--- src/rtl/core/tcr_pkg.sv ---
// shared types and constants for the text console renderer
// no dependencies; imported by every module of the block
package tcr_pkg;

    localparam int DEF_COLUMNS = 160;
    localparam int DEF_ROWS    = 80;

    localparam int COL_W   = 8;
    localparam int ROW_W   = 7;
    localparam int X_W     = 11;
    localparam int Y_W     = 10;
    localparam int CHAR_W  = 8;
    localparam int NUM_W   = 32;
    localparam int COLOR_W = 24;
    localparam int MODE_W  = 3;
    localparam int CMD_W   = 2;

    localparam int NDIGITS = 10;
    localparam int NDIG_W  = 4;
    localparam int CONV_STEPS = 8;
    localparam int Q_DEPTH = 2;
    localparam int Q_PTR_W = 1;
    localparam int Q_CNT_W = 2;

    localparam logic [CHAR_W-1:0]  NEWLINE_CHAR = 8'd10;
    localparam logic [COLOR_W-1:0] COLOR_RESET  = 24'hFFFFFF;
    localparam logic [COLOR_W-1:0] COLOR_BLACK  = 24'h000000;

    typedef enum logic [MODE_W-1:0] {
        MODE_CHAR  = 3'd0,
        MODE_DEC   = 3'd1,
        MODE_HEX   = 3'd2,
        MODE_ERASE = 3'd3,
        MODE_CLEAR = 3'd4
    } mode_t;

    typedef enum logic [CMD_W-1:0] {
        CMD_GLYPH = 2'd0,
        CMD_ERASE = 2'd1,
        CMD_CLEAR = 2'd2
    } cmd_t;

    typedef enum logic [2:0] {
        OP_GLYPH,
        OP_NEWLINE,
        OP_DIGITS,
        OP_ERASE,
        OP_CLEAR
    } op_kind_t;

    typedef enum logic [1:0] {
        FE_IDLE,
        FE_CONV,
        FE_PUSH
    } fe_state_t;

    typedef enum logic {
        BE_IDLE,
        BE_RUN
    } be_state_t;

    typedef logic [NDIGITS-1:0][3:0] digits_t;

    typedef struct packed {
        op_kind_t             kind;
        logic [CHAR_W-1:0]    ch;
        digits_t              digits;
        logic [NDIG_W-1:0]    ndig;
    } op_t;

    typedef struct packed {
        logic full;
        logic valid;
    } q_status_t;

endpackage

--- src/rtl/core/text_console_renderer_core.sv ---
// top level of the text console renderer: color register, front end, queue, back end
// depends on tcr_pkg, tcr_front, tcr_queue, tcr_back
//
// input channel: in_valid / in_stall with mode, character, number. one word is
// one console operation: print a character (newline moves the cursor only),
// print a number in decimal or hex, erase the previous cell or clear the screen.
// output channel: out_valid / out_stall with command, pixel_x, pixel_y, glyph,
// color, last. each operation gives zero to ten draw words, last set on the final.
// cfg_wr_en / cfg_wr_data write the 24-bit glyph color; the user must write it only
// when the block is idle, the block does not enforce this. a character word passes
// the queue, the back end's operation register and the output register; a decimal
// number first takes the 8-step bcd conversion in the front. the back end gives one
// draw word per cycle within an operation while the output is not stalled; the
// decimal converter blocks new input until its digits are pushed, other words are
// taken each cycle while the 2-entry queue has room. a stalled output holds its word
// and the back end waits; the queue then fills and in_stall rises. reset clears the
// cursor, the queue and the output valid and sets the glyph color to white.
module text_console_renderer_core
#(
    parameter int COLUMNS = tcr_pkg::DEF_COLUMNS,
    parameter int ROWS    = tcr_pkg::DEF_ROWS
)
(
    input  logic                          clk,
    input  logic                          rst_n,
    input  logic                          cfg_wr_en,
    input  logic [tcr_pkg::COLOR_W-1:0]   cfg_wr_data,
    input  logic                          in_valid,
    output logic                          in_stall,
    input  logic [tcr_pkg::MODE_W-1:0]    mode,
    input  logic [tcr_pkg::CHAR_W-1:0]    character,
    input  logic [tcr_pkg::NUM_W-1:0]     number,
    output logic                          out_valid,
    input  logic                          out_stall,
    output logic [tcr_pkg::CMD_W-1:0]     command,
    output logic [tcr_pkg::X_W-1:0]       pixel_x,
    output logic [tcr_pkg::Y_W-1:0]       pixel_y,
    output logic [tcr_pkg::CHAR_W-1:0]    glyph,
    output logic [tcr_pkg::COLOR_W-1:0]   color,
    output logic                          last
);
    import tcr_pkg::*;

    logic [COLOR_W-1:0] text_color_reg;
    q_status_t          q_status;
    logic               push;
    op_t                push_op;
    logic               pop;
    op_t                pop_op;

    always_ff @(posedge clk or negedge rst_n)
    begin
        if (!rst_n)
        begin
            text_color_reg <= COLOR_RESET;
        end
        else if (cfg_wr_en)
        begin
            text_color_reg <= cfg_wr_data;
        end
    end

    tcr_front u_front
    (
        .clk       (clk),
        .rst_n     (rst_n),
        .in_valid  (in_valid),
        .in_stall  (in_stall),
        .mode      (mode),
        .character (character),
        .number    (number),
        .q_status  (q_status),
        .push      (push),
        .push_op   (push_op)
    );

    tcr_queue u_queue
    (
        .clk     (clk),
        .rst_n   (rst_n),
        .push    (push),
        .push_op (push_op),
        .pop     (pop),
        .pop_op  (pop_op),
        .status  (q_status)
    );

    tcr_back
    #(
        .COLUMNS (COLUMNS),
        .ROWS    (ROWS)
    )
    u_back
    (
        .clk        (clk),
        .rst_n      (rst_n),
        .q_status   (q_status),
        .pop_op     (pop_op),
        .pop        (pop),
        .text_color (text_color_reg),
        .out_valid  (out_valid),
        .out_stall  (out_stall),
        .command    (command),
        .pixel_x    (pixel_x),
        .pixel_y    (pixel_y),
        .glyph      (glyph),
        .color      (color),
        .last       (last)
    );

endmodule

--- src/rtl/core/tcr_queue.sv ---
// two-entry operation queue between front and back
// depends on tcr_pkg
module tcr_queue
(
    input  logic          clk,
    input  logic          rst_n,
    input  logic          push,
    input  tcr_pkg::op_t  push_op,
    input  logic          pop,
    output tcr_pkg::op_t  pop_op,
    output tcr_pkg::q_status_t status
);
    import tcr_pkg::*;

    op_t                entry_reg [Q_DEPTH];
    logic [Q_PTR_W-1:0] wr_ptr_reg;
    logic [Q_PTR_W-1:0] rd_ptr_reg;
    logic [Q_CNT_W-1:0] count_reg;
    logic               do_push;
    logic               do_pop;

    assign status.full  = (count_reg == Q_CNT_W'(Q_DEPTH));
    assign status.valid = (count_reg != '0);
    assign do_push = push && !status.full;
    assign do_pop  = pop && status.valid;
    assign pop_op  = entry_reg[rd_ptr_reg];

    always_ff @(posedge clk)
    begin
        if (do_push)
        begin
            entry_reg[wr_ptr_reg] <= push_op;
        end
    end

    always_ff @(posedge clk or negedge rst_n)
    begin
        if (!rst_n)
        begin
            wr_ptr_reg <= '0;
            rd_ptr_reg <= '0;
            count_reg  <= '0;
        end
        else
        begin
            if (do_push)
            begin
                wr_ptr_reg <= wr_ptr_reg + 1'b1;
            end
            if (do_pop)
            begin
                rd_ptr_reg <= rd_ptr_reg + 1'b1;
            end
            if (do_push && !do_pop)
            begin
                count_reg <= count_reg + 1'b1;
            end
            else if (do_pop && !do_push)
            begin
                count_reg <= count_reg - 1'b1;
            end
        end
    end

endmodule

--- src/rtl/core/tcr_front.sv ---
// front end: accepts input words, classifies them and converts numbers to digits
// depends on tcr_pkg; feeds tcr_queue
module tcr_front
(
    input  logic                          clk,
    input  logic                          rst_n,
    input  logic                          in_valid,
    output logic                          in_stall,
    input  logic [tcr_pkg::MODE_W-1:0]    mode,
    input  logic [tcr_pkg::CHAR_W-1:0]    character,
    input  logic [tcr_pkg::NUM_W-1:0]     number,
    input  tcr_pkg::q_status_t            q_status,
    output logic                          push,
    output tcr_pkg::op_t                  push_op
);
    import tcr_pkg::*;

    localparam int SH_W = 4 * NDIGITS + NUM_W;

    fe_state_t       state_reg;
    fe_state_t       state_next;
    logic [SH_W-1:0] shift_reg;
    logic [SH_W-1:0] shift_next;
    logic [2:0]      step_reg;
    logic [2:0]      step_next;
    logic            accept;
    digits_t         hex_digits;

    // four shift-and-adjust steps of the binary to bcd conversion
    function automatic logic [SH_W-1:0] dabble4(input logic [SH_W-1:0] v);
        logic [SH_W-1:0] t;
        t = v;
        for (int k = 0; k < 4; k++)
        begin
            for (int j = 0; j < NDIGITS; j++)
            begin
                if (t[NUM_W+4*j +: 4] >= 4'd5)
                begin
                    t[NUM_W+4*j +: 4] = t[NUM_W+4*j +: 4] + 4'd3;
                end
            end
            t = t << 1;
        end
        return t;
    endfunction

    function automatic logic [NDIG_W-1:0] digit_count(input digits_t d);
        logic [NDIG_W-1:0] n;
        n = NDIG_W'(1);
        for (int i = 0; i < NDIGITS; i++)
        begin
            if (d[i] != 4'd0)
            begin
                n = NDIG_W'(i + 1);
            end
        end
        return n;
    endfunction

    assign in_stall   = (state_reg != FE_IDLE) || q_status.full;
    assign accept     = in_valid && !in_stall;
    assign hex_digits = digits_t'({{(4*NDIGITS-NUM_W){1'b0}}, number});

    always_ff @(posedge clk or negedge rst_n)
    begin
        if (!rst_n)
        begin
            state_reg <= FE_IDLE;
            step_reg  <= '0;
        end
        else
        begin
            state_reg <= state_next;
            step_reg  <= step_next;
        end
    end

    always_ff @(posedge clk)
    begin
        shift_reg <= shift_next;
    end

    always_comb
    begin
        state_next     = state_reg;
        step_next      = step_reg;
        shift_next     = shift_reg;
        push           = 1'b0;
        push_op.kind   = OP_GLYPH;
        push_op.ch     = character;
        push_op.digits = hex_digits;
        push_op.ndig   = digit_count(hex_digits);
        case (state_reg)
            FE_IDLE:
            begin
                if (accept)
                begin
                    case (mode)
                        MODE_CHAR:
                        begin
                            push         = 1'b1;
                            push_op.kind = (character == NEWLINE_CHAR) ? OP_NEWLINE : OP_GLYPH;
                        end
                        MODE_DEC:
                        begin
                            shift_next = {{(4*NDIGITS){1'b0}}, number};
                            step_next  = '0;
                            state_next = FE_CONV;
                        end
                        MODE_HEX:
                        begin
                            push         = 1'b1;
                            push_op.kind = OP_DIGITS;
                        end
                        MODE_ERASE:
                        begin
                            push         = 1'b1;
                            push_op.kind = OP_ERASE;
                        end
                        MODE_CLEAR:
                        begin
                            push         = 1'b1;
                            push_op.kind = OP_CLEAR;
                        end
                        default:
                        begin
                            push = 1'b0;
                        end
                    endcase
                end
            end
            FE_CONV:
            begin
                shift_next = dabble4(shift_reg);
                step_next  = step_reg + 1'b1;
                if (step_reg == 3'(CONV_STEPS - 1))
                begin
                    state_next = FE_PUSH;
                end
            end
            FE_PUSH:
            begin
                push_op.kind   = OP_DIGITS;
                push_op.digits = digits_t'(shift_reg[SH_W-1:NUM_W]);
                push_op.ndig   = digit_count(digits_t'(shift_reg[SH_W-1:NUM_W]));
                if (!q_status.full)
                begin
                    push       = 1'b1;
                    state_next = FE_IDLE;
                end
            end
            default:
            begin
                state_next = FE_IDLE;
            end
        endcase
    end

endmodule

--- src/rtl/core/tcr_back.sv ---
// back end: cursor tracking and draw word generation with an output register
// depends on tcr_pkg; drains tcr_queue
module tcr_back
#(
    parameter int COLUMNS = tcr_pkg::DEF_COLUMNS,
    parameter int ROWS    = tcr_pkg::DEF_ROWS
)
(
    input  logic                          clk,
    input  logic                          rst_n,
    input  tcr_pkg::q_status_t            q_status,
    input  tcr_pkg::op_t                  pop_op,
    output logic                          pop,
    input  logic [tcr_pkg::COLOR_W-1:0]   text_color,
    output logic                          out_valid,
    input  logic                          out_stall,
    output logic [tcr_pkg::CMD_W-1:0]     command,
    output logic [tcr_pkg::X_W-1:0]       pixel_x,
    output logic [tcr_pkg::Y_W-1:0]       pixel_y,
    output logic [tcr_pkg::CHAR_W-1:0]    glyph,
    output logic [tcr_pkg::COLOR_W-1:0]   color,
    output logic                          last
);
    import tcr_pkg::*;

    localparam logic [COL_W-1:0] LAST_COL = COL_W'(COLUMNS - 1);
    localparam logic [ROW_W-1:0] LAST_ROW = ROW_W'(ROWS - 1);

    be_state_t          state_reg;
    be_state_t          state_next;
    op_t                cur_reg;
    op_t                cur_next;
    logic [NDIG_W-1:0]  idx_reg;
    logic [NDIG_W-1:0]  idx_next;
    logic [ROW_W-1:0]   row_reg;
    logic [ROW_W-1:0]   row_next;
    logic [COL_W-1:0]   col_reg;
    logic [COL_W-1:0]   col_next;
    logic               out_valid_reg;
    logic               out_valid_next;
    cmd_t               cmd_reg;
    cmd_t               cmd_next;
    logic [X_W-1:0]     x_reg;
    logic [X_W-1:0]     x_next;
    logic [Y_W-1:0]     y_reg;
    logic [Y_W-1:0]     y_next;
    logic [CHAR_W-1:0]  glyph_reg;
    logic [CHAR_W-1:0]  glyph_next;
    logic [COLOR_W-1:0] color_reg;
    logic [COLOR_W-1:0] color_next;
    logic               last_reg;
    logic               last_next;

    logic               out_free;
    logic [ROW_W-1:0]   row_inc;
    logic [ROW_W-1:0]   row_dec;
    logic [COL_W-1:0]   col_dec;
    logic [3:0]         cur_digit;
    logic [CHAR_W-1:0]  digit_char;
    logic               final_word;

    function automatic logic [X_W-1:0] xpos(input logic [COL_W-1:0] c);
        return {c, 3'b000};
    endfunction

    function automatic logic [Y_W-1:0] ypos(input logic [ROW_W-1:0] r);
        logic [ROW_W+3:0] y;
        y = {r, 3'b000} + {1'b0, r, 2'b00};
        return y[Y_W-1:0];
    endfunction

    assign out_free   = !out_valid_reg || !out_stall;
    assign row_inc    = (row_reg == LAST_ROW) ? '0 : row_reg + 1'b1;
    assign row_dec    = (row_reg == '0) ? LAST_ROW : row_reg - 1'b1;
    assign col_dec    = (col_reg == '0) ? LAST_COL : col_reg - 1'b1;
    assign cur_digit  = cur_reg.digits[idx_reg];
    assign digit_char = (cur_digit < 4'd10) ? (8'h30 + CHAR_W'(cur_digit))
                                            : (8'd55 + CHAR_W'(cur_digit));
    assign final_word = (cur_reg.kind != OP_DIGITS) || (idx_reg == '0);

    assign out_valid = out_valid_reg;
    assign command   = cmd_reg;
    assign pixel_x   = x_reg;
    assign pixel_y   = y_reg;
    assign glyph     = glyph_reg;
    assign color     = color_reg;
    assign last      = last_reg;

    always_ff @(posedge clk or negedge rst_n)
    begin
        if (!rst_n)
        begin
            state_reg     <= BE_IDLE;
            row_reg       <= '0;
            col_reg       <= '0;
            out_valid_reg <= 1'b0;
        end
        else
        begin
            state_reg     <= state_next;
            row_reg       <= row_next;
            col_reg       <= col_next;
            out_valid_reg <= out_valid_next;
        end
    end

    always_ff @(posedge clk)
    begin
        cur_reg   <= cur_next;
        idx_reg   <= idx_next;
        cmd_reg   <= cmd_next;
        x_reg     <= x_next;
        y_reg     <= y_next;
        glyph_reg <= glyph_next;
        color_reg <= color_next;
        last_reg  <= last_next;
    end

    always_comb
    begin
        state_next     = state_reg;
        cur_next       = cur_reg;
        idx_next       = idx_reg;
        row_next       = row_reg;
        col_next       = col_reg;
        out_valid_next = out_valid_reg && out_stall;
        cmd_next       = cmd_reg;
        x_next         = x_reg;
        y_next         = y_reg;
        glyph_next     = glyph_reg;
        color_next     = color_reg;
        last_next      = last_reg;
        pop            = 1'b0;
        case (state_reg)
            BE_IDLE:
            begin
                if (q_status.valid)
                begin
                    pop        = 1'b1;
                    cur_next   = pop_op;
                    idx_next   = pop_op.ndig - 1'b1;
                    state_next = BE_RUN;
                end
            end
            BE_RUN:
            begin
                case (cur_reg.kind)
                    OP_NEWLINE:
                    begin
                        col_next   = '0;
                        row_next   = row_inc;
                        state_next = BE_IDLE;
                    end
                    OP_GLYPH, OP_DIGITS:
                    begin
                        if (out_free)
                        begin
                            out_valid_next = 1'b1;
                            cmd_next       = CMD_GLYPH;
                            x_next         = xpos(col_reg);
                            y_next         = ypos(row_reg);
                            glyph_next     = (cur_reg.kind == OP_GLYPH) ? cur_reg.ch : digit_char;
                            color_next     = text_color;
                            last_next      = final_word;
                            if (col_reg == LAST_COL)
                            begin
                                col_next = '0;
                                row_next = row_inc;
                            end
                            else
                            begin
                                col_next = col_reg + 1'b1;
                            end
                            if (final_word)
                            begin
                                state_next = BE_IDLE;
                            end
                            else
                            begin
                                idx_next = idx_reg - 1'b1;
                            end
                        end
                    end
                    OP_ERASE:
                    begin
                        if (out_free)
                        begin
                            out_valid_next = 1'b1;
                            cmd_next       = CMD_ERASE;
                            x_next         = xpos(col_dec);
                            y_next         = ypos((col_reg == '0) ? row_dec : row_reg);
                            glyph_next     = '0;
                            color_next     = COLOR_BLACK;
                            last_next      = 1'b1;
                            col_next       = col_dec;
                            row_next       = (col_reg == '0) ? row_dec : row_reg;
                            state_next     = BE_IDLE;
                        end
                    end
                    OP_CLEAR:
                    begin
                        if (out_free)
                        begin
                            out_valid_next = 1'b1;
                            cmd_next       = CMD_CLEAR;
                            x_next         = '0;
                            y_next         = '0;
                            glyph_next     = '0;
                            color_next     = COLOR_BLACK;
                            last_next      = 1'b1;
                            col_next       = '0;
                            row_next       = '0;
                            state_next     = BE_IDLE;
                        end
                    end
                    default:
                    begin
                        state_next = BE_IDLE;
                    end
                endcase
            end
            default:
            begin
                state_next = BE_IDLE;
            end
        endcase
    end

`ifndef SYNTHESIS
    a_col_range: assert property (@(posedge clk) disable iff (!rst_n)
        32'(col_reg) < COLUMNS)
        else $error("cursor column out of range");

    a_row_range: assert property (@(posedge clk) disable iff (!rst_n)
        32'(row_reg) < ROWS)
        else $error("cursor row out of range");

    a_black_non_glyph: assert property (@(posedge clk) disable iff (!rst_n)
        out_valid_reg && (cmd_reg != CMD_GLYPH) |-> (color_reg == COLOR_BLACK) && last_reg)
        else $error("erase or clear word with color or without last");

    a_pop_only_idle: assert property (@(posedge clk) disable iff (!rst_n)
        pop |-> (state_reg == BE_IDLE) && q_status.valid)
        else $error("queue popped while busy or empty");
`endif

endmodule
--- config.mk ---
export PLATFORM = sky130hd
export DESIGN_NAME = text_console_renderer_core
export DESIGN_NICKNAME = d
export VERILOG_FILES = /design/src/rtl/core/tcr_pkg.sv /design/src/rtl/core/text_console_renderer_core.sv /design/src/rtl/core/tcr_queue.sv /design/src/rtl/core/tcr_front.sv /design/src/rtl/core/tcr_back.sv
export SDC_FILE = /design/constraint.sdc
export NUM_CORES = 1
export LEC_CHECK = 0
export ABC_CLOCK_PERIOD_IN_PS = 7880
export BUFFER_PORTS_ARGS = -buffer_cell sky130_fd_sc_hd__buf_2
export CORE_AREA = 5 5 192 194
export DETAILED_ROUTE_END_ITERATION = 16
export DIE_AREA = 0 0 197 199
export HOLD_SLACK_MARGIN = 0.02
export PLACE_DENSITY = 0.82
export SETUP_SLACK_MARGIN = 0.3
export SLEW_MARGIN = 25
export SYNTH_ARGS = -nofsm -noshare
export SYNTH_HDL_FRONTEND = slang
export SYNTH_SLANG_ARGS = --single-unit
--- constraint.sdc ---
create_clock -name clk -period 7.88 [get_ports clk]
set_input_delay 0.788 -clock clk [delete_from_list [all_inputs] [get_ports clk]]
set_output_delay 0.788 -clock clk [all_outputs]
set_load 0.05 [all_outputs]
==> results.toml, run 1 <==
[final_layout]
area_delta_synth_final_pct = 12.04
drive_gt1_share_pct = 24.62
final_net_count = 1909
largest_register_ffs = 110
antennaDiodeCount = 0

[worst_setup_path]
cp.arrival_ns = 4.23
r2r_cells = 12
worstSetupEndpointType = "flip-flop"
crit_required_ns = 8.15
cp_max_fo = 16
critPathKind = "flip-flop to flip-flop"
start_kind = "flip-flop"

[global_route]
grt_pass1_vias = 13090
gr-total-overflow = 0
antenna_found_initial = 0
grt.total_usage_pct = 20.15
grt_start_max_net_pins = 74
grt_first_pass_wirelength_mm = 64.66

[yosys]
ys.warnings.count = 0
yosys.cell_types.count = 93
seq_area_frac_synth_pct = 52.40
synth_edf_count = 288
synthMostInstantiatedCell = "edfxtp_1"
synth_area_sq_um = 18950
synth_top_area_share_pct = 45.64
ys_async_sr_fraction_pct = 14.79
ys_ff_latch = 338
synth-main-ff-cell = "edfxtp_1"
synth_area_leader_cell = "edfxtp_1"
synth_area_per_cell_sq_um = 11.44
ys_top_cells_by_count = "edfxtp_1, nand2_1, mux2_2, a21oi_1"
synth.area.top_cells = "edfxtp_1, mux2_2, ha_1, dfrtp_1, dfstp_2"
netlist_instances = 1657

[floorplanning]
num_rows = 69
core_sq_um = 35050
start_util_pct = 54.07
die_area_sq_um = 39200
ios = 130
die_w_um = 197
die_h_um = 199

[detailed_routing]
postRouteAntennaNets = 0
via_per_inst = 5.930
dr.first_iter.drc_count = 819
drt-total-wl_mm = 40.55
first_pass_iters = 5
vias = 13400
post-route-drc-count = 0
wl_per_cell_um = 17.94

[clock_tree]
clkTransAtPathRegs_ns = 0.06
post_cts_buffers = 0
h-tree-depth = 2
postCtsHoldBufs = 0
root_buffer = "clkbuf_16"
clk_path_buf_depth = 3
cts_resized = 0
cts_buffers = 38
clock_sinks = 338
cts_tree = "yes"
clkLatencyLatePin_ns = 0.53

[placed_design]
dp_hpwl_mm = 28.46
port-buffer-count = 124
gp_congestion = 0.8954

[timing]
period_needed_ns = 3.961
period_share_pct = 50.26
finalSetupViolCount = 0
hold_viol = 0
grt_setup_unrepaired = "false"
finalSetupTns_ns = 0
finalMaxSlewViolations = 0
clock.fmax_mhz = 252.5
worstMarginPinSlew_ns = 0.9983
relSlewSlack_pct = 33.44
skew_ns = 0.01551

[job]
cap_violations = 0

[worst_hold_path]
hold_path_class = "input port to async pin"

[outcome]
outcome = "complete, no violations"
==> path summary, 6_finish.rpt <==
kind	startpoint	endpoint	slack (ns)
worst max-delay path	u_front.shift_reg[32]	u_front.shift_reg[37]	3.92
max in group asynchronous	rst_n	u_queue.rd_ptr_reg	7.04
worst max register to register	u_front.shift_reg[32]	u_front.shift_reg[37]	3.92
worst min register to register	u_front.step_reg[0]	u_front.step_reg[0]	0.47
worst min-delay path	rst_n	u_back.row_reg[0]	0.37
min in group clk	character[7]	u_queue.entry_reg[1][51]	0.47
==> worst max-delay path, stage by stage (launching register included) <==
cell and delay, ns:
edfxtp_1 0.50, inv_1 0.13, ha_1 0.21, nand2b_1 0.12, a21oi_4 0.27, mux2i_2 0.68
o211ai_1 0.22, and2_1 0.28, ha_1 0.21, or2_2 0.31, a2111oi_2 0.46, o21a_1 0.20
o21ai_0 0.10
==> cells in the final DEF, fill, tap and decap left out, types with 14 or more instances in the layout <==
| cell type | n |
|---|---|
| a21o_1 | 18 |
| mux2_2 | 122 |
| buf_2 | 124 |
| o21ai_0 | 79 |
| nor2_1 | 77 |
| dfrtp_1 | 25 |
| inv_2 | 14 |
| o21ai_1 | 25 |
| clkbuf_16 | 39 |
| and2_1 | 43 |
| ha_1 | 66 |
| nand2b_1 | 20 |
| dfstp_2 | 24 |
| nor3_1 | 36 |
| a21oi_1 | 117 |
| a31oi_1 | 27 |
| nor3b_1 | 20 |
| mux2i_1 | 25 |
| a211oi_1 | 22 |
| edfxtp_1 | 288 |
| xnor2_1 | 29 |
| inv_1 | 64 |
| nand2_1 | 161 |
==> cells by family after synthesis <==
group,Yosys count,share of synthesized area [%]
and+or+nand+nor,450,11.70
xor gates and xnor gates,48,2.595
DFF,338,52.40
other,1,0.01979
AOI/OAI and AO/OA,443,15.72
muxes,159,9.851
adders and majority gates,68,4.569
buffers and inverters,150,3.149
==> layer usage <==
metal  vias up  wire length (um)  global-route usage, %
met5         -                 0                      0
met4         0               945                  5.778
met3        65              2838                  3.506
met2       418             20430                  35.61
met1      6498             16340                  25.64
li1       6421                 -                      -
==> metrics by stage <==
step,area [sq um],utilization [%],hold slack (ns),setup WS (ns),cells
after detailed placement,20000,57.06,0.4710,3.938,2190
after CTS,21230,60.58,0.3801,3.928,2260
final,21230,60.58,0.3741,3.919,2260
after floorplan,18970,-,0.4461,1.044,1661
after global routing,21230,60.58,0.4231,3.535,2260
after global placement,20000,57.06,0.4606,4.064,2190
==> area by class of cell <==
cell class                 instances  area (sq um)
clock buffer                      50          1027
fill                            2711         13820
multi-input combinational       1173          8469
timing repair buffer             137         718.2
inverter                          81         305.3
sequential                       338          9931
tap                              461         576.8
clock inverter                    20         205.2
Power of run 1 is left out: the tool's default activity adds up to more than one toggle a clock period on the data nets, which glitch-free logic cannot reach.
==> run 2, diff against run 1 <==
--- a/config.mk
+++ b/config.mk
@@ -5,7 +5,7 @@
 export SDC_FILE = /design/constraint.sdc
 export NUM_CORES = 1
 export LEC_CHECK = 0
-export ABC_CLOCK_PERIOD_IN_PS = 7880
+export ABC_CLOCK_PERIOD_IN_PS = 3650
 export BUFFER_PORTS_ARGS = -buffer_cell sky130_fd_sc_hd__buf_2
 export CORE_AREA = 5 5 192 194
 export DETAILED_ROUTE_END_ITERATION = 16
==> constraint.sdc (replaced) <==
create_clock -name clk -period 3.65 [get_ports clk]
set_input_delay 0.365 -clock clk [delete_from_list [all_inputs] [get_ports clk]]
set_output_delay 0.365 -clock clk [all_outputs]
set_load 0.05 [all_outputs]
==> run 2 against run 1 <==
  * Via count is 8.9% higher
  * Maximum frequency grew 9.8%
  * Clock-buffer cell count did not move
  * Critical path type unchanged
  * Critical endpoint is now u_front.shift_reg[69]
==> results.toml, run 2 (synthesized netlist as in run 1, its figures left out) <==
[worst_setup_path]
start_kind = "flip-flop"
path_depth = 18
r2r_cells = 18
crit_chain = "inv_2, ha_4, nor2b_4, nor3_4, a21oi_2, inv_2, ha_4, a211oi_2, o211a_1, nor2_2, o21ai_1, xor2_1, inv_1, ha_2, nor2b_2, o311a_1, xnor2_1, nor2_1"
cp_max_fo = 4
cp_num_buf_inv = 3
critPathLaunch = "u_front.shift_reg[61]"
critPathKind = "flip-flop to flip-flop"
endpoint = "u_front.shift_reg[69]"
crit_required_ns = 3.91
critPathSlowestCell = "edfxtp_1"
critPathMaxStageDelay_ns = 0.43
reg2reg_to = "u_front.shift_reg[69]"
ff2ff_setup_slack_ns = 0.04
r2r_start = "u_front.shift_reg[61]"
worstSetupEndpointType = "flip-flop"
cp.arrival_ns = 3.87
cpLargestDelayFamily = "compound AO/OA/AOI/OAI gates"

[timing]
finalSetupViolCount = 0
worstMarginPinSlew_ns = 0.8926
clock.fmax_mhz = 277.2
period_needed_ns = 3.608
finalSetupTns_ns = 0
skew_ns = 0.02471
finalMaxSlewViolations = 0
relSlewSlack_pct = 40.49
period_share_pct = 98.85
grt_setup_unrepaired = "true"
hold_viol = 0

[final_layout]
antennaDiodeCount = 0
regArea_sq_um = 9935
mostFrequentLayoutCell = "edfxtp_1"
largest_register_ffs = 110
final_net_count = 2041
mostFrequentLayoutCells = "edfxtp_1, nand2_1, buf_4"
fill_cells = 2362
area_delta_synth_final_pct = 24.28
drive_gt1_share_pct = 38.98
multi_input_area_sq_um = 9701

[clock_tree]
clkTransAtPathRegs_ns = 0.06
clock_sinks = 338
cts_tree = "yes"
clk_path_buf_depth = 3
root_buffer = "clkbuf_16"
h-tree-depth = 2
clkLatencyLatePin_ns = 0.55
cts_buffers = 37

[global_route]
antenna_found_initial = 0
gr-total-overflow = 0
grt_first_pass_wirelength_mm = 70.16
grt_pass1_vias = 13900
grt.total_usage_pct = 21.85
grt_start_max_net_pins = 45

[detailed_routing]
postRouteAntennaNets = 0
post-route-drc-count = 0
first_pass_iters = 5
dr.first_iter.drc_count = 1159
wl_per_cell_um = 19.95
drt-total-wl_mm = 47.67
vias = 14590
via_per_inst = 6.104

[floorplanning]
num_rows = 69
ios = 130
start_util_pct = 54.07
die_h_um = 199
core_sq_um = 35050
die_area_sq_um = 39200
die_w_um = 197

[placed_design]
dp_hpwl_mm = 29.62
port-buffer-count = 124
gp_congestion = 0.8854

[worst_hold_path]
holdPathStages = 1
hold_path_class = "input port to flip-flop"

[job]
cap_violations = 0

[outcome]
outcome = "complete, no violations"
run 2: changes by cell type in the layout (fill, tap and decap cells not counted), sizes merged:
cell	previous run	this run
buf	137	267
bufinv	3	5
clkinv	13	9
clkinvlp	4	2
dlygate4sd3	0	3
inv	81	82
run 2: repair_timing:
| action | CTS | global route |
|---|---|---|
| hold endpoints to repair | 28 | 0 |
| endpoints found under the setup margin | 38 | 37 |
| hold buffers | 3 | 0 |
| pin swaps | 32 | 62 |
| gates resized for setup | 95 | 162 |
| setup buffers | 43 | 57 |
run 2: worst reg2reg max path, delay by kind of cell (launching register included):
family,cells,cell delay [ns]
compound gates,5,1.07
buf+inv,3,0.36
xor+xnor,2,0.38
simple gates,5,0.56
fa+ha+maj,3,0.55
flops,1,0.43
run 2: metal layers:
| metal | vias to the layer above | wire length [um] | GRT usage (%) |
|---|---|---|---|
| met5 | - | 0 | 0 |
| met4 | 0 | 1559 | 6.857 |
| met3 | 129 | 3476 | 3.083 |
| met2 | 637 | 24460 | 39.27 |
| met1 | 7139 | 18180 | 27.47 |
| li1 | 6684 | - | - |
run 2: how the worst min path moves through the flow:
stage | startpoint | slack [ns] | to
after floorplan | rst_n | 0.07 | u_back.col_reg[0]
after global placement | rst_n | 0.41 | u_back.row_reg[0]
after detailed placement | rst_n | 0.41 | u_back.row_reg[0]
after CTS | character[2] | 0.02 | u_queue.entry_reg[0][46]
after global routing | character[2] | 0.03 | u_queue.entry_reg[1][46]
final | character[2] | 0.05 | u_queue.entry_reg[1][46]
run 2: through the flow:
step	util, %	area [sq um]	cells	worst slack [ns]	hold WS, ns
final	67.20	23550	2390	0.04184	0.04803
after global routing	67.20	23550	2390	-0.1404	0.02813
after CTS	63.75	22350	2333	0.2618	0.02479
after detailed placement	58.13	20380	2220	-0.07016	0.4129
after global placement	58.12	20370	2220	0.07290	0.4083
after floorplan	-	19070	1661	0.3023	0.06941
run 2: layout make-up:
cell class,instances,share of cell area (%)
Clock buffer,50,4.181
Clock inverter,17,1.052
Sequential cell,338,42.18
Tap cell,461,2.449
Timing Repair Buffer,270,7.634
Multi-Input combinational cell,1173,41.19
Inverter,81,1.317
Power of run 2 is left out for the same reason.
